--- config.mk ---
export PLATFORM = sky130hd
export DESIGN_NAME = rbd_cfg
export DESIGN_NICKNAME = d
export VERILOG_FILES = /design/src/sv/rgba8_box_downsample_2x2_unit_assert.svh /design/src/sv/rbd_pkg.sv /design/src/sv/rbd_cfg.sv
export SDC_FILE = /design/constraint.sdc
export NUM_CORES = 1
export LEC_CHECK = 0
export BUFFER_PORTS_ARGS = -buffer_cell sky130_fd_sc_hd__buf_2
export CORE_MARGIN = 3
export CORE_UTILIZATION = 23
export DETAILED_ROUTE_END_ITERATION = 10
export SYNTH_ARGS = -nofsm -noshare
export SYNTH_HDL_FRONTEND = slang
export SYNTH_SLANG_ARGS = --single-unit
export TNS_END_PERCENT = 50
--- constraint.sdc ---
create_clock -name clk_i -period 5.82 [get_ports clk_i]
set_input_delay 1.164 -clock clk_i [delete_from_list [all_inputs] [get_ports clk_i]]
set_output_delay 1.164 -clock clk_i [all_outputs]
set_load 0.05 [all_outputs]
--- src/sv/rgba8_box_downsample_2x2_unit_assert.svh ---
// Assertion macros shared by the downsampler modules.
`ifndef RGBA8_BOX_DOWNSAMPLE_2X2_UNIT_ASSERT_SVH
`define RGBA8_BOX_DOWNSAMPLE_2X2_UNIT_ASSERT_SVH
`ifndef SYNTHESIS
`define RBD_ASSERT(lbl, prop, msg) \
  lbl: assert property (@(posedge clk_i) disable iff (!rst_ni) prop) else $error(msg);
`define RBD_ASSERT_NEXT(lbl, pre, post, msg) \
  lbl: assert property (@(posedge clk_i) disable iff (!rst_ni) pre |=> post) else $error(msg);
`else
`define RBD_ASSERT(lbl, prop, msg)
`define RBD_ASSERT_NEXT(lbl, pre, post, msg)
`endif
`endif

--- src/sv/rbd_pkg.sv ---
// Types and constants of the 2x2 RGBA8 box downsampler.
package rbd_pkg;

  localparam int unsigned MaxEdge   = 1024;
  localparam int unsigned LineDepth = (MaxEdge + 1) / 2;
  localparam int unsigned SlotW     = $clog2(LineDepth);
  localparam int unsigned PosW      = $clog2(MaxEdge);
  localparam int unsigned SizeInW   = 11;
  localparam int unsigned SizeOutW  = 10;
  localparam int unsigned ChanW     = 8;
  localparam int unsigned PairW     = ChanW + 1;
  localparam int unsigned SumW      = ChanW + 2;
  localparam int unsigned NumChan   = 4;
  localparam int unsigned LineW     = NumChan * PairW;
  localparam int unsigned CfgIdxW   = 2;
  localparam int unsigned CfgDataW  = SizeInW;

  localparam logic [CfgIdxW-1:0] RegSizeIn  = CfgIdxW'(0);
  localparam logic [CfgIdxW-1:0] RegSizeOut = CfgIdxW'(1);

  localparam logic [SizeInW-1:0]  SizeInReset  = SizeInW'(1024);
  localparam logic [SizeOutW-1:0] SizeOutReset = SizeOutW'(512);

  typedef struct packed {
    logic [ChanW-1:0] chan0;
    logic [ChanW-1:0] chan1;
    logic [ChanW-1:0] chan2;
    logic [ChanW-1:0] chan3;
  } in_t;

  typedef struct packed {
    logic [ChanW-1:0] out_chan0;
    logic [ChanW-1:0] out_chan1;
    logic [ChanW-1:0] out_chan2;
    logic [ChanW-1:0] out_chan3;
    logic             last_of_tile;
  } out_t;

  typedef struct packed {
    logic [SizeInW-1:0]  edge_n;
    logic [PosW-1:0]     last;
    logic [SizeOutW-1:0] size_out;
    logic [SizeOutW-1:0] eff_m1;
  } cfg_t;

  typedef logic [NumChan-1:0][PairW-1:0] line_t;

  typedef struct packed {
    line_t pair;
    logic  x_odd;
    logic  z_odd;
    logic  emit;
    logic  last;
  } stage_t;

endpackage

--- src/sv/rbd_cfg.sv ---
// Configuration registers and derived image geometry.
module rbd_cfg (
  input  logic                         clk_i,
  input  logic                         rst_ni,
  input  logic                         cfg_we_i,
  input  logic [rbd_pkg::CfgIdxW-1:0]  cfg_idx_i,
  input  logic [rbd_pkg::CfgDataW-1:0] cfg_data_i,
  output rbd_pkg::cfg_t                cfg_o,
  output logic                         restart_o
);
  import rbd_pkg::*;

  logic [SizeInW-1:0]  size_in_q;
  logic [SizeOutW-1:0] size_out_q;
  logic [SizeInW-1:0]  edge_n;
  logic [SizeInW-1:0]  half_n;
  logic [SizeOutW-1:0] eff;

  always_ff @(posedge clk_i or negedge rst_ni) begin
    if (!rst_ni) begin
      size_in_q  <= SizeInReset;
      size_out_q <= SizeOutReset;
    end else if (cfg_we_i) begin
      unique case (cfg_idx_i)
        RegSizeIn:  size_in_q  <= cfg_data_i[SizeInW-1:0];
        RegSizeOut: size_out_q <= cfg_data_i[SizeOutW-1:0];
        default: begin
        end
      endcase
    end
  end

  assign restart_o = cfg_we_i && ((cfg_idx_i == RegSizeIn) || (cfg_idx_i == RegSizeOut));

  always_comb begin
    priority if (size_in_q == '0) begin
      edge_n = SizeInW'(1);
    end else if (size_in_q > SizeInW'(MaxEdge)) begin
      edge_n = SizeInW'(MaxEdge);
    end else begin
      edge_n = size_in_q;
    end
    half_n = (edge_n + SizeInW'(1)) >> 1;
    eff    = (SizeInW'(size_out_q) < half_n) ? size_out_q : half_n[SizeOutW-1:0];
  end

  assign cfg_o.edge_n   = edge_n;
  assign cfg_o.last     = PosW'(edge_n - SizeInW'(1));
  assign cfg_o.size_out = size_out_q;
  assign cfg_o.eff_m1   = eff - SizeOutW'(1);

endmodule

==> results of run 1 <==
## worst register-to-register path: cells and delay by family, from the launching register on
kind / cells / cell delay [ns]
flops: 1 / 0.53
buf+inv: 1 / 0.16
compound gates: 1 / 0.21
## synthesized netlist by cell type (6+ instances only)
cell,instances
o21ai_0,7
nor2b_1,7
clkbuf_1,6
nand2_1,16
xnor2_1,14
a21oi_1,6
inv_1,15
mux2i_1,8
nand3_1,6
ha_1,10
nor3_1,11
mux2_2,21
nor2_1,14
xor2_1,9
dfrtp_1,19
## through the flow
step / util, % / area, µm² / setup TNS, ns / power [W] / setup WS (ns)
finish: 35.68 / 2814 / -0.05592 / 0.001486 / -0.05382
detailed placement: 31.52 / 2486 / -0.06810 / 0.001230 / -0.06258
CTS: 33.79 / 2665 / -0.1086 / 0.001396 / -0.1001
global route: 35.68 / 2814 / -1.068 / 0.001570 / -0.3273
global placement: 31.52 / 2486 / 0 / 0.001218 / 0.1443
floorplan: - / 2095 / -0.9149 / 0.001027 / -0.4057
## cell type report
type	count	area (µm²)	area share, %
timing repair buffer	86	539.3	19.16
inverter	15	60.06	2.134
multi-input combinational	166	1513	53.76
tap	102	127.6	4.535
clock buffer	4	45.04	1.601
sequential	21	529.3	18.81
## cells by family (layout without fill, tap and decap cells)
group / count (synthesis) / in the layout
buf+inv: 27 / 105
xor+xnor: 23 / 23
compound gates: 30 / 30
fa+ha+maj: 10 / 10
mux: 29 / 29
simple gates: 74 / 74
flops: 21 / 21
## metal layers
metal	wire [µm]	track usage, %	vias to the layer above
met2	2989	21.76	49
met4	99	3.456	0
met1	2778	16.68	898
met3	215	1.077	9
met5	0	0	-
li1	-	-	903
## worst paths after layout
| check | slack (ns) | to |
|---|---|---|
| worst max-delay path | -0.05 | cfg_o[6] |
| worst min-delay path | 0.57 | size_out_q[8]$_DFFE_PN0P_ |
| worst max register to register | 4.85 | size_in_q[10]$_DFFE_PN1P_ |
| worst min register to register | 0.57 | size_out_q[8]$_DFFE_PN0P_ |
| max in group asynchronous | 4.61 | size_out_q[9]$_DFFE_PN1P_ |
| min in group asynchronous | 0.85 | size_out_q[3]$_DFFE_PN0P_ |
## power by group through the flow
stage | Sequential, W | Clock [W] | Combinational [W]
2_1_floorplan | 0.000254 | 0 | 0.000772
3_3_place_gp | 0.000220 | 0 | 0.000998
3_5_place_dp | 0.000220 | 0 | 0.00101
4_1_cts | 0.000218 | 0.000100 | 0.00108
5_1_grt | 0.000226 | 0.000109 | 0.00124
6_report | 0.000220 | 0.0000981 | 0.00117
## registers in the layout (all words and copies together) (netlist names)
register / count
size_out_q: 10
size_in_q: 11
## timing repair
action	in CTS	in global routing
pin swaps	18	10
endpoints found under the setup margin	4	6
hold buffers	0	0
setup buffers	12	7
hold endpoints to repair	0	0
resized for setup	12	20
==> results.cfg, run 1 <==
[grt]
grt_pass1_wl_um = 9715
grt-ovfl-total = 0
grt_max_degree = 22
antenna_found_initial = 0
grt.total_usage_pct = 12.56
grt_pass1_vias = 1859

[sta]
fmax_ghz = 0.1702
worst_slack_ns = -0.05382
max_slew.worst_pin.slew_ns = 1.066
clock_skew_ns = 0
slew_headroom_pct = 28.81
slew_viol_final = 0
hold_viol_final = 0
hold_slack_ns = 0.5721
setup-violations-final = 2
rsz0062_at_grt = yes
min_period_over_period_pct = 100.9
min_period_ns = 5.874

[logic_synthesis]
synth.distinct_cells = 41
synthArstFlopShare_pct = 100.0
syn_nets = 240
synth_top_family_by_area = simple AND/OR/NAND/NOR gates
yosysTopAreaCell = dfrtp_1
synth_compound_area_share_pct = 11.72
synth_cells = 214
synth_fa_ha_area_share_pct = 6.549
syn_area_per_cell_um2 = 8.928
yosysSeqAreaShare_pct = 27.64
yosysTopAreaCellShare_pct = 24.89
synth_area_leaders = dfrtp_1, mux2_2, ha_1
synth-xor-area-share_pct = 10.54
synth-simple-area-share_pct = 20.76
synthMuxAreaShare_pct = 16.57
synth_edf_count = 0
synth_area_um2 = 1911
synthFlopType = dfrtp_1
synth-seq-cells = 21
ys_warn_count = 0

[final_layout]
drive_gt1_share_pct = 51.37
fin_cells = 394
insertedDiodeCount = 0
nNetsFinal = 319
layout_common_cells = buf_2, buf_4, mux2_2
nFillCells = 828
final_common_cell = buf_2
area_growth_syn_to_layout_pct = 47.28

[critical_path]
crit_path_max_fanout = 4
worstSetupPathType = reg -> out
cp_slowest_stage_delay_ns = 0.41
crit_path_start_kind = flop
cp_top_family = simple AND/OR/NAND/NOR gates
crit_cells = 25
rr_startpoint = size_in_q[10]$_DFFE_PN1P_
slowest_stage = dfrtp_1
cp_common_cell = buf_6
rr_worst_depth = 2
required_ns = 4.66
crit_path_end_kind = output pin
crit_buf_inv = 5
crit_start = size_in_q[4]$_DFFE_PN0P_
critPathArrivalTime_ns = 4.71

[flow_run]
drv_cap = 0

[cts]
clockRootBuffer = clkbuf_8
cts_tree = done
clockBufferDepth = 2
clkSinkCount = 21
cts_buffers = 3
clk_latency_ns = 0.26
clk_pin_slew_ns = 0.08
cts_max_level = 1

[routing]
drtPass1Iterations = 4
drc_errors = 0
dr.first_iter.drc_count = 59
ant_nets = 0
routed_wl_um = 6083
viasPerCell = 4.718
routedWlPerCell_um = 15.44
vias = 1859

[pwr]
p_switching_w = 0.0008471
p_leak_nw = 1.251
combPwrFrac_pct = 78.6
clkPwrFrac_pct = 6.6
peakVddDrop_uv = 195.1
p_per_area_nw_per_um2 = 528.0
p_int_w = 0.0006386
switching_share_pct = 57.02
p_seq_share_pct = 14.8

[place]
gp_routability_congestion = 0.8529
dp.cells = 372
dp_hpwl_um = 4758
io_buffers = 57

[floorplan]
fp.dieW_um = 97.14
initial_utilization_pct = 24.22
io_pins = 58
core_um2 = 7888
fp-row-count = 32
die_y_um = 97.14
dieArea_um2 = 9436

[worst_hold_path]
holdCritStartpoint = size_out_q[8]$_DFFE_PN0P_
hp-class = reg -> reg
min_path_cells = 1

[status]
status = finished, violations left
violations = setup timing
(Power assumes the default switching activity.)
==> run 2: changes to the inputs <==
- BUFFER_PORTS_ARGS: -buffer_cell sky130_fd_sc_hd__buf_2 -> not set
- DONT_BUFFER_PORTS: not set -> 1
==> results.cfg, run 2 (synthesis gave the netlist of run 1 again) <==
[grt]
grt.total_usage_pct = 12.74
grt_pass1_vias = 1824
grt_max_degree = 22
grt-ovfl-total = 0
antenna_found_initial = 0
grt_pass1_wl_um = 9839

[floorplan]
initial_utilization_pct = 24.22
dieArea_um2 = 9436
fp.dieW_um = 97.14
core_um2 = 7888
fp-row-count = 32
io_pins = 58
die_y_um = 97.14

[cts]
hold_buffers = 0
clk_pin_slew_ns = 0.08
cts_max_level = 1
cts_tree = done
clk_latency_ns = 0.25
clockRootBuffer = clkbuf_8
cts_buffers = 3
clkSinkCount = 21
clockBufferDepth = 2

[routing]
dr.first_iter.drc_count = 46
viasPerCell = 4.849
vias = 1770
routed_wl_um = 6053
drtPass1Iterations = 4
routedWlPerCell_um = 16.58
drc_errors = 0
ant_nets = 0

[sta]
fmax_ghz = 0.1715
slew_headroom_pct = 25.45
setup-violations-final = 1
worst_slack_ns = -0.01087
rsz0062_at_grt = yes
clock_skew_ns = 0
min_period_over_period_pct = 100.2
max_slew.worst_pin.slew_ns = 1.110
slew_viol_final = 0
hold_viol_final = 0
min_period_ns = 5.831

[flow_run]
drv_cap = 0

[critical_path]
critPathArrivalTime_ns = 4.67
worstSetupPathType = reg -> out
slowest_stage = dfrtp_1
required_ns = 4.66
crit_path_start_kind = flop
crit_path_max_fanout = 4
cp_top_family = simple AND/OR/NAND/NOR gates
crit_path_end_kind = output pin
cp_slowest_stage_delay_ns = 0.41
crit_buf_inv = 4

[final_layout]
layout_common_cells = buf_4, mux2_2, dfrtp_1
top_register = size_in_q
fin_cells = 365
insertedDiodeCount = 0
nNetsFinal = 290
drive_gt1_share_pct = 45.63
final_common_cell = buf_4
area_growth_syn_to_layout_pct = 42.96
largest_reg_flops = 11
top_regs = size_in_q (11), size_out_q (10)

[pwr]
finalPower_w = 0.001499
p_per_area_nw_per_um2 = 548.9
peakVddDrop_uv = 219.2
p_leak_nw = 1.156

[place]
gp_routability_congestion = 0.7826
dp_hpwl_um = 4655
dp.cells = 336
io_buffers = 0

[worst_hold_path]
hp-class = in -> async

[status]
status = finished, violations left
violations = setup timing
==> run 2: path summary, 6_finish.rpt <==
check                      cells after the start                       from  slack [ns]                         to
max                                           25   size_in_q[4]$_DFFE_PN0P_       -0.01                   cfg_o[6]
min                                            0                     rst_ni        0.59   size_in_q[5]$_DFFE_PN0P_
max reg2reg                                    1  size_out_q[6]$_DFFE_PN0P_        4.59  size_out_q[6]$_DFFE_PN0P_
min reg2reg                                    1   size_in_q[8]$_DFFE_PN0P_        0.63   size_in_q[8]$_DFFE_PN0P_
max in group asynchronous                      0                     rst_ni        5.06  size_in_q[10]$_DFFE_PN1P_
min in group clk_i                             1   size_in_q[8]$_DFFE_PN0P_        0.63   size_in_q[8]$_DFFE_PN0P_
==> run 2: power by group <==
group / internal (W) / total, W / leakage [nW] / switching, W
Clock: 0.0000487 / 0.0000947 / 0.0228 / 0.0000460
Combinational: 0.000447 / 0.00114 / 0.888 / 0.000695
Sequential: 0.000174 / 0.000263 / 0.245 / 0.0000887
Total: 0.000670 / 0.00150 / 1.16 / 0.000830
==> run 2: per-stage QoR <==
step / utilization (%) / setup TNS (ns) / worst slack, ns / hold slack [ns] / area [µm²]
6_report: 34.63 / -0.01087 / -0.01087 / 0.5926 / 2731
5_1_grt: 34.63 / -1.021 / -0.3478 / 0.5753 / 2731
4_1_cts: 34.07 / -0.04067 / -0.04067 / 0.5864 / 2688
3_5_place_dp: 30.54 / 0 / 0.02682 / 0.5983 / 2409
3_3_place_gp: 30.54 / 0 / 0.07370 / 0.6039 / 2409
2_1_floorplan: - / -0.9149 / -0.4057 / 0.5604 / 2095
==> run 2: final cells by class <==
| type | count | area (µm²) |
|---|---|---|
| fill | 812 | 5156 |
| timing repair buffer | 57 | 481.7 |
| tap | 102 | 127.6 |
| inverter | 15 | 60.06 |
| clock buffer | 4 | 45.04 |
| multi-input combinational | 166 | 1488 |
| sequential | 21 | 529.3 |
==> run 2: routing by layer <==
metal	vias to the layer above	part of all wire [%]	routed length [µm]	GRT usage, %
met5	-	0	0	0
met4	0	1.2	74	3.024
met1	868	41	2464	16.29
li1	845	-	-	-
met2	49	52	3160	22.29
met3	8	5.8	353	2.154
==> run 2: what timing repair did <==
action                                  4_1_cts  5_1_grt
endpoints found under the setup margin        2        5
pin swaps                                    22       16
buffers inserted                             22        6
gates resized for setup                      15        3
