`config.mk`:
```
export PLATFORM = sky130hd
export DESIGN_NAME = rbd_ram
export DESIGN_NICKNAME = d
export VERILOG_FILES = /design/src/sv/rgba8_box_downsample_2x2_unit_assert.svh /design/src/sv/rbd_ram.sv
export SDC_FILE = /design/constraint.sdc
export NUM_CORES = 1
export LEC_CHECK = 0
export CORE_UTILIZATION = 54
export CTS_BUF_LIST = sky130_fd_sc_hd__clkbuf_16
export CTS_CLUSTER_SIZE = 20
export DETAILED_ROUTE_END_ITERATION = 6
export DONT_BUFFER_PORTS = 1
export PLACE_DENSITY = 0.72
export SYNTH_ARGS = -nofsm -noshare
export SYNTH_HDL_FRONTEND = slang
export SYNTH_SLANG_ARGS = --single-unit
```
`constraint.sdc`:
```
create_clock -name clk_i -period 2.8 [get_ports clk_i]
set_input_delay 0.14 -clock clk_i [delete_from_list [all_inputs] [get_ports clk_i]]
set_output_delay 0.14 -clock clk_i [all_outputs]
set_load 0.01 [all_outputs]
```
`src/sv/rgba8_box_downsample_2x2_unit_assert.svh`:
```
// Assertion macros shared by the downsampler modules.
`ifndef RGBA8_BOX_DOWNSAMPLE_2X2_UNIT_ASSERT_SVH
`define RGBA8_BOX_DOWNSAMPLE_2X2_UNIT_ASSERT_SVH
`ifndef SYNTHESIS
`define RBD_ASSERT(lbl, prop, msg) \
  lbl: assert property (@(posedge clk_i) disable iff (!rst_ni) prop) else $error(msg);
`define RBD_ASSERT_NEXT(lbl, pre, post, msg) \
  lbl: assert property (@(posedge clk_i) disable iff (!rst_ni) pre |=> post) else $error(msg);
`else
`define RBD_ASSERT(lbl, prop, msg)
`define RBD_ASSERT_NEXT(lbl, pre, post, msg)
`endif
`endif

```
`src/sv/rbd_ram.sv`:
```
// Generic simple dual-port RAM with registered read.
module rbd_ram #(
  parameter int unsigned Width = 8,
  parameter int unsigned Depth = 16
) (
  input  logic                     clk_i,
  input  logic                     we_i,
  input  logic [$clog2(Depth)-1:0] waddr_i,
  input  logic [Width-1:0]         wdata_i,
  input  logic                     re_i,
  input  logic [$clog2(Depth)-1:0] raddr_i,
  output logic [Width-1:0]         rdata_o
);

  logic [Width-1:0] mem_q [Depth];
  logic [Width-1:0] rdata_q;

  always_ff @(posedge clk_i) begin
    if (we_i) begin
      mem_q[waddr_i] <= wdata_i;
    end
    if (re_i) begin
      rdata_q <= mem_q[raddr_i];
    end
  end

  assign rdata_o = rdata_q;

endmodule

```
==> flow_metrics.env, run 1 <==
export IMPL_status="completed"
export IMPL_syn_nets=248
export IMPL_synthCells=229
export IMPL_via_per_inst=5.96
export IMPL_pre_cts_slack_ns=1.12
export IMPL_synth_edf_count=136
export IMPL_yosysWarnings=0
export IMPL_fin_tns_setup_ns=0
export IMPL_yosys_top_cells_area="edfxtp_1 (78%), mux4_2 (7.8%), mux4_1 (7.0%), a22oi_1 (2.3%), nor2_1 (0.93%)"
export IMPL_gp_congestion=0.744
export IMPL_holdCritPathClass="input pin to flop"
export IMPL_clock_path_buffers=2
export IMPL_grt_use_total=0.216
export IMPL_start_util=0.560
export IMPL_fin_ws_ns=1.23
export IMPL_seq_area_frac_synth=0.781
export IMPL_place_hpwl_mm=5.86
export IMPL_critical_path_class="flop to flop"
export IMPL_fin_util=0.644
export IMPL_ys_seq_elements=136
export IMPL_dieArea_mm2=0.0101
export IMPL_die_y_um=100
export IMPL_numCtsBuffers=17
export IMPL_synth_avg_cell_area_um2=22.8
export IMPL_h_tree_depth=4
export IMPL_drc=0
export IMPL_numPortBuffers=0
export IMPL_netlist_area_leader_share=0.781
export IMPL_post_route_period_util=0.561
export IMPL_synth_distinct_cells=18
export IMPL_leakage_nw=1.95
export IMPL_gr_total_overflow=0
export IMPL_wl_per_cell_um=24.5
export IMPL_critPathBufInv=0
export IMPL_p_per_area_mw_per_mm2=773
export IMPL_critPathRequiredTime_ns=2.95
export IMPL_drtPass1Iterations=5
export IMPL_ant_nets=0
export IMPL_nets=270
export IMPL_synth_most_common_cell="edfxtp_1"
export IMPL_fin_skew_ns=0.00708
export IMPL_startpoint="mem_q[1][1]"
export IMPL_antenna_found_initial=0
export IMPL_min_period_ns=1.57
export IMPL_fmax_mhz=637
export IMPL_num_antenna_cells=0
export IMPL_ir_worst_vdd_v=0.000428
export IMPL_finalSetupViolCount=0
export IMPL_grt_first_pass_wirelength_mm=14.8
export IMPL_finalMaxSlewViolations=0
export IMPL_clkTransAtPathRegs_ns=0.06
export IMPL_worstPathCellList="mux4_1 -> a22oi_1 -> nand2_1"
export IMPL_maxCapViolations=0
export IMPL_yosysTopAreaCell="edfxtp_1"
export IMPL_grt_max_degree=33
export IMPL_synth_ff_type="edfxtp_1"
export IMPL_worst_pin_slew_ns=0.968
export IMPL_area_growth_pct=15.0
export IMPL_vias=2343
export IMPL_std_cell_rows=35
export IMPL_hold_start="waddr_i[0]"
export IMPL_cts_root_buf="clkbuf_16"
export IMPL_yosys_top_cells_count="edfxtp_1 (136), mux4_2 (18), a22oi_1 (16)"
export IMPL_die_x_um=100
export IMPL_relSlewSlack=0.352
export IMPL_critPathTopFamily="multiplexers"
export IMPL_power_mw=4.64
export IMPL_cp_max_fo=1
export IMPL_end_kind="flop"
export IMPL_syn_area_mm2=0.00523
export IMPL_drt_iter0_drc=188
export IMPL_coreArea_mm2=0.00933
export IMPL_ctsResizeCount=0
export IMPL_cts_sinks=136
export IMPL_drt_total_wl_mm=9.63
export IMPL_crit_slowest_cell="mux4_1"
export IMPL_grt_pass1_vias=2451
export IMPL_cts_tree="yes"
export IMPL_synth_async_sr_flop_share=0
export IMPL_insertion_delay_ns=0.41
export IMPL_drive_above_1_share=0.197
export IMPL_slowest_delay_ns=0.57
export IMPL_start_kind="flop"
export IMPL_ios=27
export IMPL_finalHoldViolations=0
export IMPL_rsz0062_at_grt="false"
export IMPL_cp_arrival_ns=1.72
export IMPL_rr_startpoint="mem_q[1][1]"
==> through the flow <==
stage / hold WS, ns / instances / area (µm²)
after floorplan: 0.239 / 229 / 5230
after global placement: 0.240 / 352 / 5330
after detailed placement: 0.240 / 352 / 5330
after CTS: 0.102 / 393 / 6010
after global routing: 0.107 / 393 / 6010
final: 0.106 / 393 / 6010
==> layout by cell type (no fill, tap or decap), drive strengths merged, types with 2 or more instances in the layout <==
cell         instances
nand3b               2
clkinv               8
dlygate4sd3          9
clkinvlp             3
edfxtp             136
nor2                13
bufinv               3
clkbuf              17
mux4                32
nand2b               2
a22oi               16
buf                  4
nand2                9
nor3                 4
==> worst register-to-register path, stage by stage, from the launching register on <==
cell	delay (ns)
edfxtp_1	0.35
mux4_1	0.57
a22oi_1	0.30
nand2_1	0.09
==> layout make-up <==
cell class / count / area (µm²)
flip-flops and latches: 136 / 4080
fillers: 610 / 3320
well taps: 129 / 161
clock inverters: 15 / 161
repair buffers: 13 / 120
clock buffers: 17 / 425
multi-input cells: 83 / 1060
==> metal layers <==
layer	vias up	track usage	routed length [µm]
li1	1021	-	-
met1	1232	0.309	4110
met2	75	0.322	4780
met3	15	0.0529	547
met4	0	0.0903	189
met5	-	0	0
==> final timing paths <==
| kind | endpoint | slack, ns | cells past startpoint |
|---|---|---|---|
| setup reg to reg | rdata_o[1] | 1.23 | 3 |
| setup / recovery | rdata_o[1] | 1.23 | 3 |
| hold reg to reg | rdata_o[2] | 0.77 | 3 |
| hold / removal | mem_q[0][2] | 0.11 | 2 |
==> cell families (layout without fill, tap and decap cells) <==
kind of cell	after synthesis	in the layout	share of synthesized area
AO/OA/AOI/OAI	16	16	0.0230
buffers and inverters	10	45	0.0165
flip-flops	136	136	0.781
multiplexers	32	32	0.148
AND/OR/NAND/NOR	35	35	0.0314
==> registers in the layout, summed over array words and instances, names as in the netlist <==
name	count
rdata_o	8
mem_q	128
==> where the power goes <==
part           leakage [nW]  switching, mW  internal [mW]
Combinational         0.429         0.0836         0.0735
Clock                 0.285          0.789           1.38
Sequential             1.24         0.0181           2.30
==> timing repair <==
item                      CTS  global route
buffers inserted            0             0
hold buffers                9             0
hold endpoints to repair  136             0
Note: power is estimated with default switching activity, not from simulation.
==> run 2, diff against run 1 <==
--- a/config.mk
+++ b/config.mk
@@ -10,7 +10,7 @@
 export CTS_CLUSTER_SIZE = 20
 export DETAILED_ROUTE_END_ITERATION = 6
 export DONT_BUFFER_PORTS = 1
-export PLACE_DENSITY = 0.72
+export PLACE_DENSITY = 0.75
 export SYNTH_ARGS = -nofsm -noshare
 export SYNTH_HDL_FRONTEND = slang
 export SYNTH_SLANG_ARGS = --single-unit
==> constraint.sdc (replaced) <==
create_clock -name clk_i -period 1.3 [get_ports clk_i]
set_input_delay 0.065 -clock clk_i [delete_from_list [all_inputs] [get_ports clk_i]]
set_output_delay 0.065 -clock clk_i [all_outputs]
set_load 0.01 [all_outputs]
==> flow_metrics.env, run 2 (synthesis gave the netlist of run 1 again) <==
export IMPL_status="complete, but fails checks"
export IMPL_violations="setup timing"
export IMPL_numCtsBuffers=17
export IMPL_hold_path_cell_count=2
export IMPL_design_area_mm2=0.00615
export IMPL_slowest_delay_ns=0.48
export IMPL_clock_path_buffers=2
export IMPL_ir_worst_vdd_v=0.00114
export IMPL_dieArea_mm2=0.0101
export IMPL_worst_path_stages=3
export IMPL_finalHoldViolations=0
export IMPL_coreArea_mm2=0.00933
export IMPL_rsz0062_at_grt="true"
export IMPL_grt_pass1_vias=2548
export IMPL_fin_skew_ns=0.0101
export IMPL_start_util=0.560
export IMPL_cts_root_buf="clkbuf_16"
export IMPL_post_route_period_util=1.10
export IMPL_drt_total_wl_mm=9.77
export IMPL_finalMaxSlewViolations=0
export IMPL_critPathBufInv=0
export IMPL_nets=283
export IMPL_cp_arrival_ns=1.58
export IMPL_finalSetupViolCount=8
export IMPL_critPathTopFamily="multiplexers"
export IMPL_crit_end="rdata_o[1]"
export IMPL_cts_tree="yes"
export IMPL_critPathRequiredTime_ns=1.45
export IMPL_end_kind="flop"
export IMPL_die_y_um=100
export IMPL_leakage_nw=1.99
export IMPL_vias=2380
export IMPL_placed_cell_area_mm2=0.00541
export IMPL_largest_reg_flops=128
export IMPL_place_hpwl_mm=5.66
export IMPL_rr_startpoint="mem_q[11][1]"
export IMPL_startpoint="mem_q[11][1]"
export IMPL_holdCritPathClass="input pin to flop"
export IMPL_fin_util=0.660
export IMPL_fill_cells=594
export IMPL_worstPathCellList="mux4_2 -> a22oi_2 -> nand2_1"
export IMPL_layout_common_cells="edfxtp_1 (136), mux4_2 (28), clkbuf_16 (17), buf_4 (17), nor2_1 (13)"
export IMPL_die_x_um=100
export IMPL_ios=27
export IMPL_ant_nets=0
export IMPL_drt_iter0_drc=212
export IMPL_grt_first_pass_wirelength_mm=15.1
export IMPL_min_period_ns=1.43
export IMPL_drive_above_1_share=0.310
export IMPL_relSlewSlack=0.441
export IMPL_antenna_found_initial=0
export IMPL_gr_total_overflow=0
export IMPL_reg2reg_slack_ns=-0.13
export IMPL_mostFrequentLayoutCell="edfxtp_1"
export IMPL_drc=0
export IMPL_clkTransAtPathRegs_ns=0.06
export IMPL_numPortBuffers=0
export IMPL_reg2reg_to="rdata_o[1]"
export IMPL_fin_ws_ns=-0.125
export IMPL_insertion_delay_ns=0.41
export IMPL_area_growth_pct=17.7
export IMPL_cp_max_fo=1
export IMPL_power_mw=10.4
export IMPL_grt_use_total=0.223
export IMPL_drtPass1Iterations=5
export IMPL_std_cell_rows=35
export IMPL_num_antenna_cells=0
export IMPL_fmax_mhz=702
export IMPL_rr_worst_depth=3
export IMPL_gp_congestion=0.697
export IMPL_critical_path_class="flop to flop"
export IMPL_cts_sinks=136
export IMPL_top_register="mem_q"
export IMPL_start_kind="flop"
export IMPL_crit_slowest_cell="mux4_2"
export IMPL_worst_pin_slew_ns=0.836
export IMPL_maxCapViolations=0
export IMPL_h_tree_depth=4
export IMPL_wl_per_cell_um=24.1
export IMPL_via_per_inst=5.86
export IMPL_p_per_area_mw_per_mm2=1690
export IMPL_grt_max_degree=33
## run 2: cell types whose count changed in the layout (fill, tap and decap cells not counted), moves of 2 or more
| cell | delta |
|---|---|
| mux4_1 | -10 |
| a22oi_1 | -7 |
| mux4_2 | +10 |
| a22oi_2 | +7 |
| clkinv_2 | -3 |
| buf_4 | +13 |
| clkinv_4 | +2 |
## run 2: stage by stage
stage	hold slack (ns)	std cells	setup TNS, ns	setup slack (ns)
3_5_place_dp	0.165	365	-1.04	-0.195
5_1_grt	0.0357	406	-1.15	-0.159
6_report	0.0348	406	-0.786	-0.125
3_3_place_gp	0.165	365	-0.778	-0.168
2_1_floorplan	0.164	229	-0.946	-0.0311
4_1_cts	0.0194	406	-0.923	-0.150
## run 2: area by class of cell
cell class	instances	area, µm²	share of cell area
multi-input combinational	83	1060	0.173
clock inverter	15	203	0.0329
tap	129	161	0.0262
timing repair buffer	26	218	0.0354
clock buffer	17	425	0.0691
sequential	136	4080	0.664
## run 2: worst min-delay path by stage
stage / start / endpoint / slack [ns]
after floorplan: wdata_i[0] / mem_q[0][0] / 0.16
after global placement: wdata_i[0] / mem_q[14][0] / 0.16
after detailed placement: wdata_i[2] / mem_q[14][2] / 0.16
after CTS: waddr_i[0] / mem_q[12][2] / 0.02
after global routing: waddr_i[1] / mem_q[0][7] / 0.04
final: waddr_i[0] / mem_q[12][2] / 0.03
## run 2: routing by layer
layer,routed length [µm],global-route usage,up-vias
met4,82,0.0758,0
met5,0,0,-
li1,-,-,1043
met2,4810,0.348,90
met1,4250,0.299,1238
met3,627,0.0724,9
## run 2: report_power, final
part | internal [mW] | switching, mW
clock network | 3.21 | 1.81
registers | 4.94 | 0.0388
logic | 0.179 | 0.191
## run 2: timing repair
| item | in CTS | in global routing |
|---|---|---|
| resized for setup | 6 | 5 |
| endpoints found under the setup margin | 8 | 8 |
| setup buffers | 0 | 0 |
| hold buffers | 9 | 0 |
| hold endpoints to repair | 136 | 0 |
| pin swaps | 3 | 2 |
==> run 3, diff against run 2 <==
==> constraint.sdc (replaced) <==
create_clock -name clk_i -period 1.3 [get_ports clk_i]
set_input_delay 0.26 -clock clk_i [delete_from_list [all_inputs] [get_ports clk_i]]
set_output_delay 0.26 -clock clk_i [all_outputs]
set_load 0.01 [all_outputs]
==> flow_metrics.env, run 3 (synthesis gave the netlist of run 1 again) <==
export IMPL_status="complete, but fails checks"
export IMPL_violations="setup timing"
export IMPL_min_period_ns=1.46
export IMPL_switching_share=0.195
export IMPL_cp_max_fo=1
export IMPL_dp_cells=370
export IMPL_cts_root_buf="clkbuf_16"
export IMPL_p_int_mw=8.12
export IMPL_layout_common_cells="edfxtp_1 (136), mux4_2 (32), clkbuf_16 (17), buf_4 (15)"
export IMPL_critPathTopFamily="multiplexers"
export IMPL_finalMaxSlewViolations=0
export IMPL_critical_path_class="flop to flop"
export IMPL_fmax_mhz=687
export IMPL_worst_pin_slew_ns=1.01
export IMPL_std_cell_rows=35
export IMPL_wl_per_cell_um=25.4
export IMPL_drc=0
export IMPL_ios=27
export IMPL_coreArea_mm2=0.00933
export IMPL_design_area_mm2=0.00625
export IMPL_combPwrFrac=0.040
export IMPL_placed_cell_area_mm2=0.00553
export IMPL_crit_slowest_cell="mux4_2"
export IMPL_grt_first_pass_wirelength_mm=16.0
export IMPL_start_kind="flop"
export IMPL_hold_slack_ns=0.172
export IMPL_antenna_found_initial=0
export IMPL_die_x_um=100
export IMPL_p_clk_frac=0.466
export IMPL_cts_sinks=136
export IMPL_reg2reg_slack_ns=-0.16
export IMPL_top_register="mem_q"
export IMPL_grt_use_total=0.236
export IMPL_numCtsBuffers=17
export IMPL_nets=287
export IMPL_h_tree_depth=4
export IMPL_finalSetupViolCount=8
export IMPL_drt_iter0_drc=242
export IMPL_finalHoldViolations=0
export IMPL_dieArea_mm2=0.0101
export IMPL_place_hpwl_mm=5.99
export IMPL_grt_max_degree=33
export IMPL_start_util=0.560
export IMPL_insertion_delay_ns=0.41
export IMPL_num_antenna_cells=0
export IMPL_pwr_share_seq=0.494
export IMPL_maxCapViolations=0
export IMPL_vias=2507
export IMPL_grt_pass1_vias=2593
export IMPL_fin_cells=409
export IMPL_numPortBuffers=0
export IMPL_worstPathCellList="mux4_2 -> a22oi_2 -> nand2_1"
export IMPL_leakage_nw=2.00
export IMPL_gr_total_overflow=0
export IMPL_ir_worst_vdd_v=0.000965
export IMPL_gp_congestion=0.705
export IMPL_via_per_inst=6.13
export IMPL_die_y_um=100
export IMPL_critPathBufInv=0
export IMPL_relSlewSlack=0.325
export IMPL_slowest_delay_ns=0.50
export IMPL_rsz0062_at_grt="true"
export IMPL_p_per_area_mw_per_mm2=1610
export IMPL_clkTransAtPathRegs_ns=0.06
export IMPL_cp_arrival_ns=1.60
export IMPL_drt_total_wl_mm=10.4
export IMPL_fin_ws_ns=-0.156
export IMPL_drive_above_1_share=0.354
export IMPL_holdCritPathClass="input pin to flop"
export IMPL_end_kind="flop"
export IMPL_drtPass1Iterations=5
export IMPL_ant_nets=0
export IMPL_fin_skew_ns=0.00468
export IMPL_post_cts_buffers=0
export IMPL_clock_path_buffers=2
export IMPL_post_route_period_util=1.12
export IMPL_largest_reg_flops=128
export IMPL_critPathRequiredTime_ns=1.44
export IMPL_area_growth_pct=19.5
export IMPL_power_switching_mw=1.97
export IMPL_cts_tree="yes"
export IMPL_mostFrequentLayoutCell="edfxtp_1"
## run 3: cell types whose count changed in the layout (fill, tap and decap cells not counted), moves of 3 or more
cell,delta
nor2_2,+3
buf_12,+6
mux4_1,-4
nor2_1,-3
nor3_1,-3
a22oi_2,+3
mux4_2,+4
a22oi_1,-3
## run 3: per-stage QoR
step	setup slack, ns	setup TNS [ns]	utilization	power, mW
after floorplan	-0.160	-1.78	-	5.34
after CTS	-0.153	-1.00	0.668	10.1
after global placement	-0.136	-1.40	0.593	5.36
final	-0.156	-0.894	0.670	10.1
after global routing	-0.207	-1.32	0.670	10.4
after detailed placement	-0.174	-1.75	0.593	5.37
## run 3: what timing repair did
item | 4_1_cts | 5_1_grt
pin swaps | 3 | 2
hold buffers | 9 | 0
resized for setup | 8 | 4
endpoints found under the hold margin | 136 | 0
endpoints found under the setup margin | 8 | 8
## run 3: worst paths after layout
kind                                    from     endpoint  depth (start not counted)
worst min-delay path              waddr_i[1]  mem_q[0][7]                          2
worst max register to register   mem_q[3][6]   rdata_o[6]                          3
worst max-delay path             mem_q[3][6]   rdata_o[6]                          3
worst min register to register  mem_q[12][2]   rdata_o[2]                          3
## run 3: final cells by class
cell class	instances	area, µm²
sequential	136	4080
fill	577	3080
multi-input combinational	83	1090
clock buffer	17	425
timing repair buffer	30	323
tap	129	161
clock inverter	14	160
## run 3: worst register-to-register path, cell delays in order, from the launching register on
cell and delay [ns]:
edfxtp_1 0.38, mux4_2 0.50, a22oi_2 0.19, nand2_1 0.12
## run 3: power groups by stage
stage	clock (mW)	sequential, mW	combinational [mW]
floorplan	0	5.06	0.276
global placement	0	5.07	0.295
finish	4.70	4.99	0.400
global route	4.94	4.99	0.430
CTS	4.74	4.99	0.395
detailed placement	0	5.07	0.300
## run 3: routing by layer
layer,up-vias,share of wire,GRT usage
met3,21,0.077,0.0696
met2,133,0.49,0.349
met1,1302,0.41,0.332
met4,0,0.030,0.100
met5,-,0,0
li1,1051,-,-
