`config.mk`:
```
export PLATFORM = sky130hd
export DESIGN_NAME = rbd_back
export DESIGN_NICKNAME = d
export VERILOG_FILES = /design/src/sv/rbd_pkg.sv /design/src/sv/rbd_back.sv
export VERILOG_INCLUDE_DIRS = /design/src /design/src/sv
export SDC_FILE = /design/constraint.sdc
export NUM_CORES = 1
export LEC_CHECK = 0
export ABC_AREA = 1
export ABC_CLOCK_PERIOD_IN_PS = 2600
export BUFFER_PORTS_ARGS = -buffer_cell sky130_fd_sc_hd__buf_4
export CORE_AREA = 4 4 142 103
export CTS_CLUSTER_DIAMETER = 40
export DETAILED_ROUTE_END_ITERATION = 6
export DIE_AREA = 0 0 146 107
export GPL_TIMING_DRIVEN = 0
export HOLD_SLACK_MARGIN = 0.05
export SLEW_MARGIN = 20
export SYNTH_ARGS = -nofsm -noshare
export SYNTH_HDL_FRONTEND = slang
export SYNTH_SLANG_ARGS = --single-unit
```
`constraint.sdc`:
```
create_clock -name clk_i -period 2.6 [get_ports clk_i]
set_input_delay 0.13 -clock clk_i [delete_from_list [all_inputs] [get_ports clk_i]]
set_output_delay 0.13 -clock clk_i [all_outputs]
set_load 0.03 [all_outputs]
```
`src/sv/rgba8_box_downsample_2x2_unit_assert.svh`:
```
// Assertion macros shared by the downsampler modules.
`ifndef RGBA8_BOX_DOWNSAMPLE_2X2_UNIT_ASSERT_SVH
`define RGBA8_BOX_DOWNSAMPLE_2X2_UNIT_ASSERT_SVH
`ifndef SYNTHESIS
`define RBD_ASSERT(lbl, prop, msg) \
  lbl: assert property (@(posedge clk_i) disable iff (!rst_ni) prop) else $error(msg);
`define RBD_ASSERT_NEXT(lbl, pre, post, msg) \
  lbl: assert property (@(posedge clk_i) disable iff (!rst_ni) pre |=> post) else $error(msg);
`else
`define RBD_ASSERT(lbl, prop, msg)
`define RBD_ASSERT_NEXT(lbl, pre, post, msg)
`endif
`endif

```
`src/sv/rbd_pkg.sv`:
```
// Types and constants of the 2x2 RGBA8 box downsampler.
package rbd_pkg;

  localparam int unsigned MaxEdge   = 1024;
  localparam int unsigned LineDepth = (MaxEdge + 1) / 2;
  localparam int unsigned SlotW     = $clog2(LineDepth);
  localparam int unsigned PosW      = $clog2(MaxEdge);
  localparam int unsigned SizeInW   = 11;
  localparam int unsigned SizeOutW  = 10;
  localparam int unsigned ChanW     = 8;
  localparam int unsigned PairW     = ChanW + 1;
  localparam int unsigned SumW      = ChanW + 2;
  localparam int unsigned NumChan   = 4;
  localparam int unsigned LineW     = NumChan * PairW;
  localparam int unsigned CfgIdxW   = 2;
  localparam int unsigned CfgDataW  = SizeInW;

  localparam logic [CfgIdxW-1:0] RegSizeIn  = CfgIdxW'(0);
  localparam logic [CfgIdxW-1:0] RegSizeOut = CfgIdxW'(1);

  localparam logic [SizeInW-1:0]  SizeInReset  = SizeInW'(1024);
  localparam logic [SizeOutW-1:0] SizeOutReset = SizeOutW'(512);

  typedef struct packed {
    logic [ChanW-1:0] chan0;
    logic [ChanW-1:0] chan1;
    logic [ChanW-1:0] chan2;
    logic [ChanW-1:0] chan3;
  } in_t;

  typedef struct packed {
    logic [ChanW-1:0] out_chan0;
    logic [ChanW-1:0] out_chan1;
    logic [ChanW-1:0] out_chan2;
    logic [ChanW-1:0] out_chan3;
    logic             last_of_tile;
  } out_t;

  typedef struct packed {
    logic [SizeInW-1:0]  edge_n;
    logic [PosW-1:0]     last;
    logic [SizeOutW-1:0] size_out;
    logic [SizeOutW-1:0] eff_m1;
  } cfg_t;

  typedef logic [NumChan-1:0][PairW-1:0] line_t;

  typedef struct packed {
    line_t pair;
    logic  x_odd;
    logic  z_odd;
    logic  emit;
    logic  last;
  } stage_t;

endpackage

```
`src/sv/rbd_back.sv`:
```
// Vertical sum, mean and output register.
`include "rgba8_box_downsample_2x2_unit_assert.svh"
module rbd_back (
  input  logic            clk_i,
  input  logic            rst_ni,
  input  logic            load_i,
  input  rbd_pkg::stage_t stage_i,
  input  rbd_pkg::line_t  ram_rdata_i,
  output logic            ready_o,
  output logic            out_valid_o,
  input  logic            out_stall_i,
  output rbd_pkg::out_t   out_data_o
);
  import rbd_pkg::*;

  stage_t                        s1_q;
  logic                          s1_valid_q;
  logic                          s1_emit;
  logic                          out_valid_q;
  out_t                          out_q, out_d;
  logic                          out_ready;
  logic                          s1_ready;
  logic [NumChan-1:0][ChanW-1:0] mean;

  assign s1_emit   = s1_valid_q && s1_q.emit;
  assign out_ready = !out_valid_q || !out_stall_i;
  assign s1_ready  = !s1_valid_q || !s1_q.emit || out_ready;
  assign ready_o   = s1_ready;

  always_ff @(posedge clk_i or negedge rst_ni) begin
    if (!rst_ni) begin
      s1_valid_q <= 1'b0;
    end else if (s1_ready) begin
      s1_valid_q <= load_i;
    end
  end

  always_ff @(posedge clk_i) begin
    if (s1_ready && load_i) begin
      s1_q <= stage_i;
    end
  end

  always_comb begin
    logic [SumW-1:0] sum;
    logic [1:0]      shamt;
    shamt = {1'b0, s1_q.x_odd} + {1'b0, s1_q.z_odd};
    for (int c = 0; c < NumChan; c++) begin
      sum     = SumW'(s1_q.pair[c]) + (s1_q.z_odd ? SumW'(ram_rdata_i[c]) : SumW'(0));
      sum     = sum >> shamt;
      mean[c] = sum[ChanW-1:0];
    end
    out_d.out_chan0    = mean[0];
    out_d.out_chan1    = mean[1];
    out_d.out_chan2    = mean[2];
    out_d.out_chan3    = mean[3];
    out_d.last_of_tile = s1_q.last;
  end

  always_ff @(posedge clk_i or negedge rst_ni) begin
    if (!rst_ni) begin
      out_valid_q <= 1'b0;
    end else if (out_ready) begin
      out_valid_q <= s1_emit;
    end
  end

  always_ff @(posedge clk_i) begin
    if (out_ready && s1_emit) begin
      out_q <= out_d;
    end
  end

  assign out_valid_o = out_valid_q;
  assign out_data_o  = out_q;

  `RBD_ASSERT_NEXT(a_s1_hold, s1_valid_q && !s1_ready, s1_valid_q && $stable(s1_q), "stage lost")
  `RBD_ASSERT_NEXT(a_s1_move, s1_emit && out_ready, out_valid_q, "result dropped")
  `RBD_ASSERT_NEXT(a_no_extra, out_valid_q && !out_stall_i && !s1_emit, !out_valid_q, "duplicate")

endmodule

```
==> flow_summary_export.csv, run 1 <==
group,metric,value,unit
synth,synthSimpleGateAreaFrac,33.02,%
grt,antenna_found_initial,0,
critical_path,start_kind,"flop",
critical_path,slowest_stage,"edfxtp_1",
layout,final_cell_mix,"nand2_1, nand3_1, buf_4, inv_1, edfxtp_1",
pwr,ir_drop,0.2932,mV
critical_path,max_stage_delay,0.40,ns
layout,fin_nets,963,
synth,synth_area_per_cell,7.759,um^2
sta,drv_slew,0,
layout,multi_input_area,0.002539,mm^2
synth,synth_compound_area_share,3.168,%
sta,fmax,409.9,MHz
route,wl_per_cell,13.66,um
grt,grt_pass1_vias,4776,
layout,utilization,54.76,%
route,drc,0,
synth,synth_top_area_share,42.04,%
sta,setup_violations,0,
placement,placedCellCount,954,
critical_path,cp.arrival,2.53,ns
layout,fin_area,0.007171,mm^2
critical_path,startpoint,"s1_q[2]",
floorplan,fp.dieH,107,um
flow_run,cap_violations,0,
min_path,hp-class,"in -> async",
synth,synth_top_family_by_area,"simple AND/OR/NAND/NOR gates",
grt,grt_max_degree,23,
synth,synth_edf_count,73,
floorplan,row_count,35,
layout,syn_to_final_growth,37.53,%
critical_path,crit_path_end_kind,"flop",
pwr,cellLeakagePower,3.679,nW
critical_path,worstReg2RegEnd,"out_data_o[14]",
synth,syn_nets,793,
route,drtPass1Iterations,5,
critical_path,required,2.69,ns
cts,numClockSinks,75,
cts,root_buffer,"clkbuf_16",
sta,min_period,2.440,ns
synth,async_flop_share,2.667,%
synth,ys.flop_type,"edfxtp_1",
critical_path,critPathKind,"reg -> reg",
grt,grt_pass1_wl,23150,um
route,via_per_inst,4.760,
synth,seq_area_frac_synth,43.00,%
layout,diodes,0,
placement,dp.final_hpwl,10450,um
layout,final_cells,1013,
synth,synth-seq-cells,75,
critical_path,cp_common_cell,"nand2_1",
critical_path,path_cells,"clkbuf_8, buf_4, nand2_2, inv_1, ha_1, fa_2, nand2_1, nand2_2, nand3_1, nand2_1, nand2_1, nand3_1, nand3_1, nand2_1",
sta,setup_tns,0,ns
grt,grt.overflow.total,0,
sta,fin_worst_skew,0.005913,ns
synth,muxShareOfSynthArea,0,%
critical_path,r2r_slack,0.16,ns
route,dr.first_iter.drc_count,305,
layout,fillers,1209,
grt,grtUsageTotal,18.38,%
floorplan,start_util,39.82,%
route,ant_nets,0,
layout,layout-drive-gt1-share,19.60,%
floorplan,die_w,146,um
cts,insertion_delay,0.34,ns
synth,yosys-top-cells-area,"edfxtp_1, nand2_1, nand3_1",
placement,portBuffers,114,
floorplan,ios,115,
layout,regArea,0.002242,mm^2
pwr,p_per_area,575.0,mW/mm^2
placement,place.gp.congestion,0.8358,
floorplan,dieArea,0.01562,mm^2
route,drt-total-wl,13830,um
critical_path,reg2reg_from,"s1_q[2]",
synth,netlist_area,0.005214,mm^2
sta,fin_crit_sh,93.84,%
run_status,outcome,"completed",
sta,relSlewSlack,44.99,%
critical_path,reg2reg_depth,14,
floorplan,core,0.01309,mm^2
synth,synth_adder_area_share,10.42,%
critical_path,critPathCapture,"out_data_o[14]",
cts,clockBufferDepth,2,
cts,numCtsBuffers,9,
synth,synth_cell_type_count,26,
cts,cts_setup_buffers,0,
cts,cts_tree,"built",
route,vias,4822,
placement,postPlaceCellArea,0.006344,mm^2
cts,cts_max_level,3,
sta,max_slew.worst_pin.slew,0.8221,ns
cts,clkTransAtPathRegs,0.06,ns
synth,synth_warnings,0,
critical_path,crit_path_max_fanout,10,
sta,hold_violations,0,
synth,yosysTopAreaCell,"edfxtp_1",
synth,synth_xor_xnor_area_share,1.344,%
synth,netlist_instances,672,
layout,mostFrequentLayoutCell,"nand2_1",
## worst min-delay path by stage
stage                             end  slack [ns]  cells after the start
after floorplan           out_valid_o       -0.17                      0
after global placement    out_valid_o       -0.09                      1
after detailed placement  out_valid_o       -0.08                      1
after CTS                 out_valid_o        0.10                      2
after global routing      out_valid_o        0.14                      2
final                     out_valid_o        0.12                      2
## per-layer routing
metal	global-route usage [%]	vias to the layer above	share of wire (%)
met5	0	-	0
met4	3.691	0	1.1
met3	4.267	16	5.8
met2	29.42	151	44
met1	25.71	2129	49
li1	-	2526	-
## sequential cells by signal, indices dropped and copies added, names as in the netlist
| name | flops |
|---|---|
| out_d | 1 |
| out_data_o | 33 |
| out_valid_o | 1 |
| s1_q | 39 |
| s1_valid_q | 1 |
## cell usage after synthesis (2+ instances only)
cell        n
or2_4       3
buf_4       3
or2_1       6
ha_1       37
o21bai_1    4
nand2_1   224
nand2_2     6
dfrtp_1     2
buf_2       8
nor2_1     27
nand3_1   129
inv_1     102
o21ai_0     7
edfxtp_1   73
or2_2       4
xnor2_1     7
o211ai_1    4
a21oi_1    13
clkbuf_1    3
fa_1        4
## per-stage QoR
step / setup WS (ns) / hold WS [ns] / power, mW
after floorplan: 0.3525 / -0.1656 / 2.206
after global placement: -0.2178 / -0.08614 / 2.541
after detailed placement: -0.2046 / -0.08339 / 2.565
after CTS: 0.02043 / 0.1048 / 4.160
after global routing: -0.0003777 / 0.1390 / 4.348
final: 0.1603 / 0.1231 / 4.123
## cell type report
class / count / share of cell area (%)
clock inverters: 4 / 1.326
clock buffers: 12 / 3.717
plain buffers: 16 / 1.396
repair buffers: 159 / 18.60
multi-input cells: 478 / 35.40
inverters: 103 / 5.392
flip-flops and latches: 75 / 31.27
well taps: 166 / 2.897
## cell families (layout without fill, tap and decap cells)
group,Yosys count,in the layout
simple gates,400,400
buf+inv,119,294
flops,75,75
fa+ha+maj,41,41
compound gates,29,29
xor+xnor,8,8
## where the power goes
| group | internal (mW) | switching, mW | total (mW) |
|---|---|---|---|
| combinational | 0.458 | 0.659 | 1.12 |
| clock | 1.02 | 0.505 | 1.52 |
| sequential | 1.45 | 0.0325 | 1.49 |
## critical path, delay by kind of cell (launching register included)
family / cells / cell delay (ns)
fa+ha+maj: 2 / 0.60
buf+inv: 3 / 0.43
simple gates: 9 / 0.77
flops: 1 / 0.40
## what timing repair did
| item | CTS | global route |
|---|---|---|
| hold buffers | 43 | 0 |
| pin swaps | 0 | 1 |
| hold endpoints to repair | 44 | 0 |
| gates resized for setup | 3 | 10 |
| endpoints found under the setup margin | 30 | 17 |
(Power assumes the default switching activity.)
==> run 2: changes to the inputs <==
Settings changed: CORE_AREA 4 4 142 103 to 4 4 102 143, DIE_AREA 0 0 146 107 to 0 0 106 147.
==> flow_summary_export.csv, run 2 (same netlist as run 1, synthesis figures left out) <==
group,metric,value,unit
run_status,outcome,"completed",
grt,grtUsageTotal,18.41,%
critical_path,reg2reg_from,"s1_q[2]",
critical_path,crit_path_max_fanout,10,
pwr,cellLeakagePower,3.661,nW
placement,dp.final_hpwl,10870,um
layout,fillers,1315,
cts,clkTransAtPathRegs,0.06,ns
critical_path,worstReg2RegEnd,"out_data_o[14]",
critical_path,crit_buf_inv,3,
critical_path,required,2.69,ns
pwr,power_frac_comb,28.3,%
route,drc,0,
sta,fmax,413.8,MHz
floorplan,dieArea,0.01558,mm^2
pwr,p_per_area,554.2,mW/mm^2
route,drtPass1Iterations,6,
critical_path,cp_common_cell,"nand2_1",
critical_path,path_cells,"buf_8, buf_4, nand2_1, inv_1, ha_1, fa_2, nand2_1, nand2_2, nand3_1, nand2_1, nand2_1, nand3_1, nand3_1, nand2_1",
layout,top_register,"s1_q",
grt,grt_pass1_vias,4965,
grt,antenna_found_initial,0,
sta,setup_violations,0,
floorplan,die_w,106,um
layout,diodes,0,
route,via_per_inst,4.857,
placement,postPlaceCellArea,0.006371,mm^2
layout,layout-drive-gt1-share,19.58,%
route,ant_nets,0,
critical_path,critPathKind,"reg -> reg",
pwr,p_sw,1.215,mW
critical_path,start_kind,"flop",
sta,rsz0062_at_grt,"false",
route,drt-total-wl,14140,um
layout,fin_area,0.007167,mm^2
layout,mostFrequentLayoutCell,"nand2_1",
sta,max_slew.worst_pin.slew,0.9051,ns
sta,relSlewSlack,39.44,%
cts,cts_max_level,3,
grt,grt.overflow.total,0,
sta,fin_worst_skew,0.004864,ns
critical_path,crit_family,"simple AND/OR/NAND/NOR gates",
layout,syn_to_final_growth,37.46,%
placement,portBuffers,114,
pwr,p_total,3.972,mW
min_path,hp-class,"in -> async",
cts,root_buffer,"clkbuf_16",
sta,min_period,2.417,ns
sta,fin_crit_sh,92.94,%
floorplan,row_count,50,
floorplan,core,0.01326,mm^2
grt,grt_pass1_wl,22860,um
route,wl_per_cell,13.72,um
cts,numCtsBuffers,9,
route,vias,5003,
grt,grt_max_degree,25,
cts,cts_tree,"built",
critical_path,crit_path_end_kind,"flop",
layout,largest_reg_flops,39,
flow_run,cap_violations,0,
sta,drv_slew,0,
critical_path,reg2reg_depth,14,
critical_path,r2r_slack,0.18,ns
sta,worst_slack,0.1834,ns
critical_path,max_stage_delay,0.42,ns
cts,insertion_delay,0.34,ns
floorplan,ios,115,
layout,fin_nets,964,
pwr,p_clk_share,34.3,%
placement,place.gp.congestion,0.8522,
pwr,switching_share,30.59,%
critical_path,slowest_stage,"edfxtp_1",
sta,hold_violations,0,
placement,pre_cts_slack,-0.2742,ns
pwr,ir_drop,0.3595,mV
pwr,seq_power_share,37.4,%
critical_path,cp.arrival,2.51,ns
pwr,p_int,2.757,mW
cts,numClockSinks,75,
layout,final_cell_mix,"nand2_1, nand3_1, buf_4, inv_1, edfxtp_1",
cts,clockBufferDepth,2,
floorplan,start_util,39.31,%
route,dr.first_iter.drc_count,321,
floorplan,fp.dieH,147,um
==> run 2: final cells by class <==
type	instances	area, um^2	area share (%)
multi-input combinational	478	2541	35.46
clock buffer	10	229.0	3.195
clock inverter	6	90.09	1.257
sequential	75	2242	31.28
buffer	16	101.3	1.414
timing repair buffer	160	1349	18.82
tap	182	227.7	3.177
inverter	103	386.6	5.395
==> run 2: routing by layer <==
layer  GRT usage (%)  part of all wire (%)  up-vias
met2           34.96                    54      174
li1                -                     -     2529
met1           20.61                    39     2274
met4           7.129                   2.2        0
met3           2.286                   5.0       26
met5               0                     0        -
==> run 2: metrics by stage <==
stage	cells	setup TNS [ns]	hold slack, ns	util (%)
floorplan	672	0	-0.1656	-
global placement	968	-5.394	-0.08711	47.53
detailed placement	970	-5.770	-0.08659	48.04
CTS	1029	0	0.1054	53.78
global route	1030	0	0.1386	54.04
finish	1030	0	0.1172	54.04
==> run 2: worst max-delay path by stage <==
stage | start | endpoint | slack [ns] | cells past startpoint
after CTS | s1_q[2] | out_data_o[30] | 0.04 | 14
after global placement | s1_q[2] | out_data_o[25] | -0.27 | 9
after detailed placement | s1_q[2] | out_data_o[9] | -0.27 | 9
after global routing | s1_q[2] | out_data_o[16] | 0.03 | 14
final | s1_q[2] | out_data_o[14] | 0.18 | 14
after floorplan | s1_q[2] | out_data_o[32] | 0.35 | 14
==> run 2: timing repair <==
action	CTS	global route
hold endpoints to repair	44	0
endpoints found under the setup margin	32	16
buffers inserted	0	1
gates resized for setup	4	9
hold buffers	43	0
==> run 2: power groups by stage <==
stage	clock, mW	sequential (mW)	combinational [mW]
2_1_floorplan	0	1.59	0.613
3_3_place_gp	0	1.51	1.03
3_5_place_dp	0	1.51	1.06
4_1_cts	1.39	1.49	1.12
5_1_grt	1.45	1.49	1.26
6_report	1.36	1.49	1.12
==> run 3: changes to the inputs <==
Settings changed: CORE_AREA 4 4 102 143 to 4 4 108 135, DIE_AREA 0 0 106 147 to 0 0 112 139, REMOVE_ABC_BUFFERS set to 1.
==> flow_summary_export.csv, run 3 (same netlist as run 1, synthesis figures left out) <==
group,metric,value,unit
route,drt-total-wl,12490,um
cts,clockBufferDepth,2,
layout,layout-drive-gt1-share,18.47,%
layout,syn_to_final_growth,35.95,%
critical_path,crit_path_end_kind,"flop",
pwr,power_frac_comb,27.0,%
route,wl_per_cell,12.43,um
cts,cts_max_level,3,
pwr,p_clk_share,35.6,%
critical_path,reg2reg_from,"s1_q[2]",
floorplan,fp.dieH,139,um
pwr,ir_drop,0.3163,mV
critical_path,required,2.82,ns
placement,place.gp.congestion,0.8831,
sta,relSlewSlack,57.85,%
route,drtPass1Iterations,4,
route,via_per_inst,4.761,
route,dr.first_iter.drc_count,208,
placement,portBuffers,114,
cts,numCtsBuffers,9,
grt,grt_pass1_wl,21330,um
layout,utilization,53.57,%
critical_path,critPathKind,"reg -> reg",
sta,rsz0062_at_grt,"false",
layout,final_cell_mix,"nand2_1, nand3_1, buf_4, inv_1, edfxtp_1",
floorplan,row_count,47,
pwr,cellLeakagePower,3.615,nW
sta,worst_hold_slack,0.08733,ns
floorplan,core,0.01323,mm^2
cts,clkTransAtPathRegs,0.06,ns
grt,grt_pass1_vias,4789,
cts,root_buffer,"clkbuf_16",
route,ant_nets,0,
sta,fin_worst_skew,0.009658,ns
pwr,p_int,2.798,mW
floorplan,ios,115,
grt,grt.overflow.total,0,
cts,insertion_delay,0.35,ns
placement,dp.final_hpwl,9205,um
sta,min_period,2.412,ns
pwr,switching_share,29.46,%
sta,max_slew.worst_pin.slew,0.6307,ns
cts,numClockSinks,75,
pwr,p_per_area,559.6,mW/mm^2
layout,diodes,0,
pwr,p_sw,1.169,mW
sta,worst_slack,0.1882,ns
layout,mostFrequentLayoutCell,"nand2_1",
grt,grtUsageTotal,16.74,%
layout,top_register,"s1_q",
floorplan,die_w,112,um
sta,fin_crit_sh,92.76,%
flow_run,cap_violations,0,
layout,fillers,1235,
route,drc,0,
min_path,hp-class,"in -> async",
layout,fin_nets,950,
sta,setup_violations,0,
critical_path,startpoint,"s1_q[2]",
sta,hold_violations,0,
sta,setup_tns,0,ns
pwr,p_total,3.966,mW
grt,grt_max_degree,40,
floorplan,dieArea,0.01557,mm^2
floorplan,start_util,39.40,%
critical_path,r2r_slack,0.19,ns
layout,largest_reg_flops,39,
pwr,seq_power_share,37.5,%
route,vias,4785,
run_status,outcome,"completed",
placement,pre_cts_slack,-1.665,ns
sta,drv_slew,0,
critical_path,start_kind,"flop",
critical_path,cp.arrival,2.63,ns
cts,cts_tree,"built",
critical_path,crit_path_max_fanout,31,
grt,antenna_found_initial,0,
sta,fmax,414.6,MHz
run 3: cell types whose count changed in the layout (fill, tap and decap cells not counted), sizes merged:
cell,change
clkinvlp,+3
buf,-12
clkbuf,-2
clkinv,-4
inv,+1
run 3: metal layers:
| layer | GRT usage [%] | part of all wire, % | wire length [um] |
|---|---|---|---|
| met5 | 0 | 0 | 0 |
| met3 | 3.361 | 5.0 | 627 |
| met2 | 29.88 | 50 | 6282 |
| met4 | 7.532 | 2.8 | 348 |
| met1 | 19.18 | 42 | 5234 |
run 3: power groups by stage:
stage	clock (mW)	combinational, mW	sequential (mW)
after floorplan	0	0.590	1.60
after global placement	0	0.966	1.53
after detailed placement	0	1.00	1.52
after CTS	1.45	1.08	1.49
after global routing	1.50	1.21	1.49
final	1.41	1.07	1.49
run 3: cell type report:
class	count	area (um^2)	area share, %
Timing Repair Buffer	161	1364	19.24
Multi-Input combinational cell	478	2534	35.75
Timing Repair inverter	1	5.005	0.07061
Clock buffer	11	252.7	3.566
Clock inverter	5	83.83	1.183
Inverter	103	392.9	5.543
Tap cell	171	214.0	3.019
Sequential cell	75	2242	31.63
run 3: critical path: stages (launching register included):
cell and delay, ns:
edfxtp_1 0.39, buf_8 0.20, ha_4 0.40, clkinvlp_4 0.42, nor2_2 0.53, nand3_1 0.15, nand2_1 0.09, inv_1 0.04
nand2_1 0.06
run 3: worst paths after layout:
kind	cells past startpoint	endpoint
setup / recovery	8	out_data_o[7]
hold / removal	2	s1_valid_q
setup reg to reg	8	out_data_o[7]
hold reg to reg	0	out_data_o[0]
max in group asynchronous	2	out_valid_o
min in group clk_i	6	out_data_o[1]
run 3: timing repair:
action                                  CTS  global route
gates resized for setup                   5             1
hold buffers                             43             0
gates cloned                              1             0
hold endpoints to repair                 44             0
setup buffers                             1             0
endpoints found under the setup margin   32             2
run 3: per-stage QoR:
| stage | std cells | cell area (um^2) |
|---|---|---|
| after detailed placement | 944 | 6287 |
| after floorplan | 656 | 5129 |
| after global routing | 1005 | 7088 |
| after CTS | 1005 | 7087 |
| after global placement | 941 | 6198 |
| final | 1005 | 7088 |
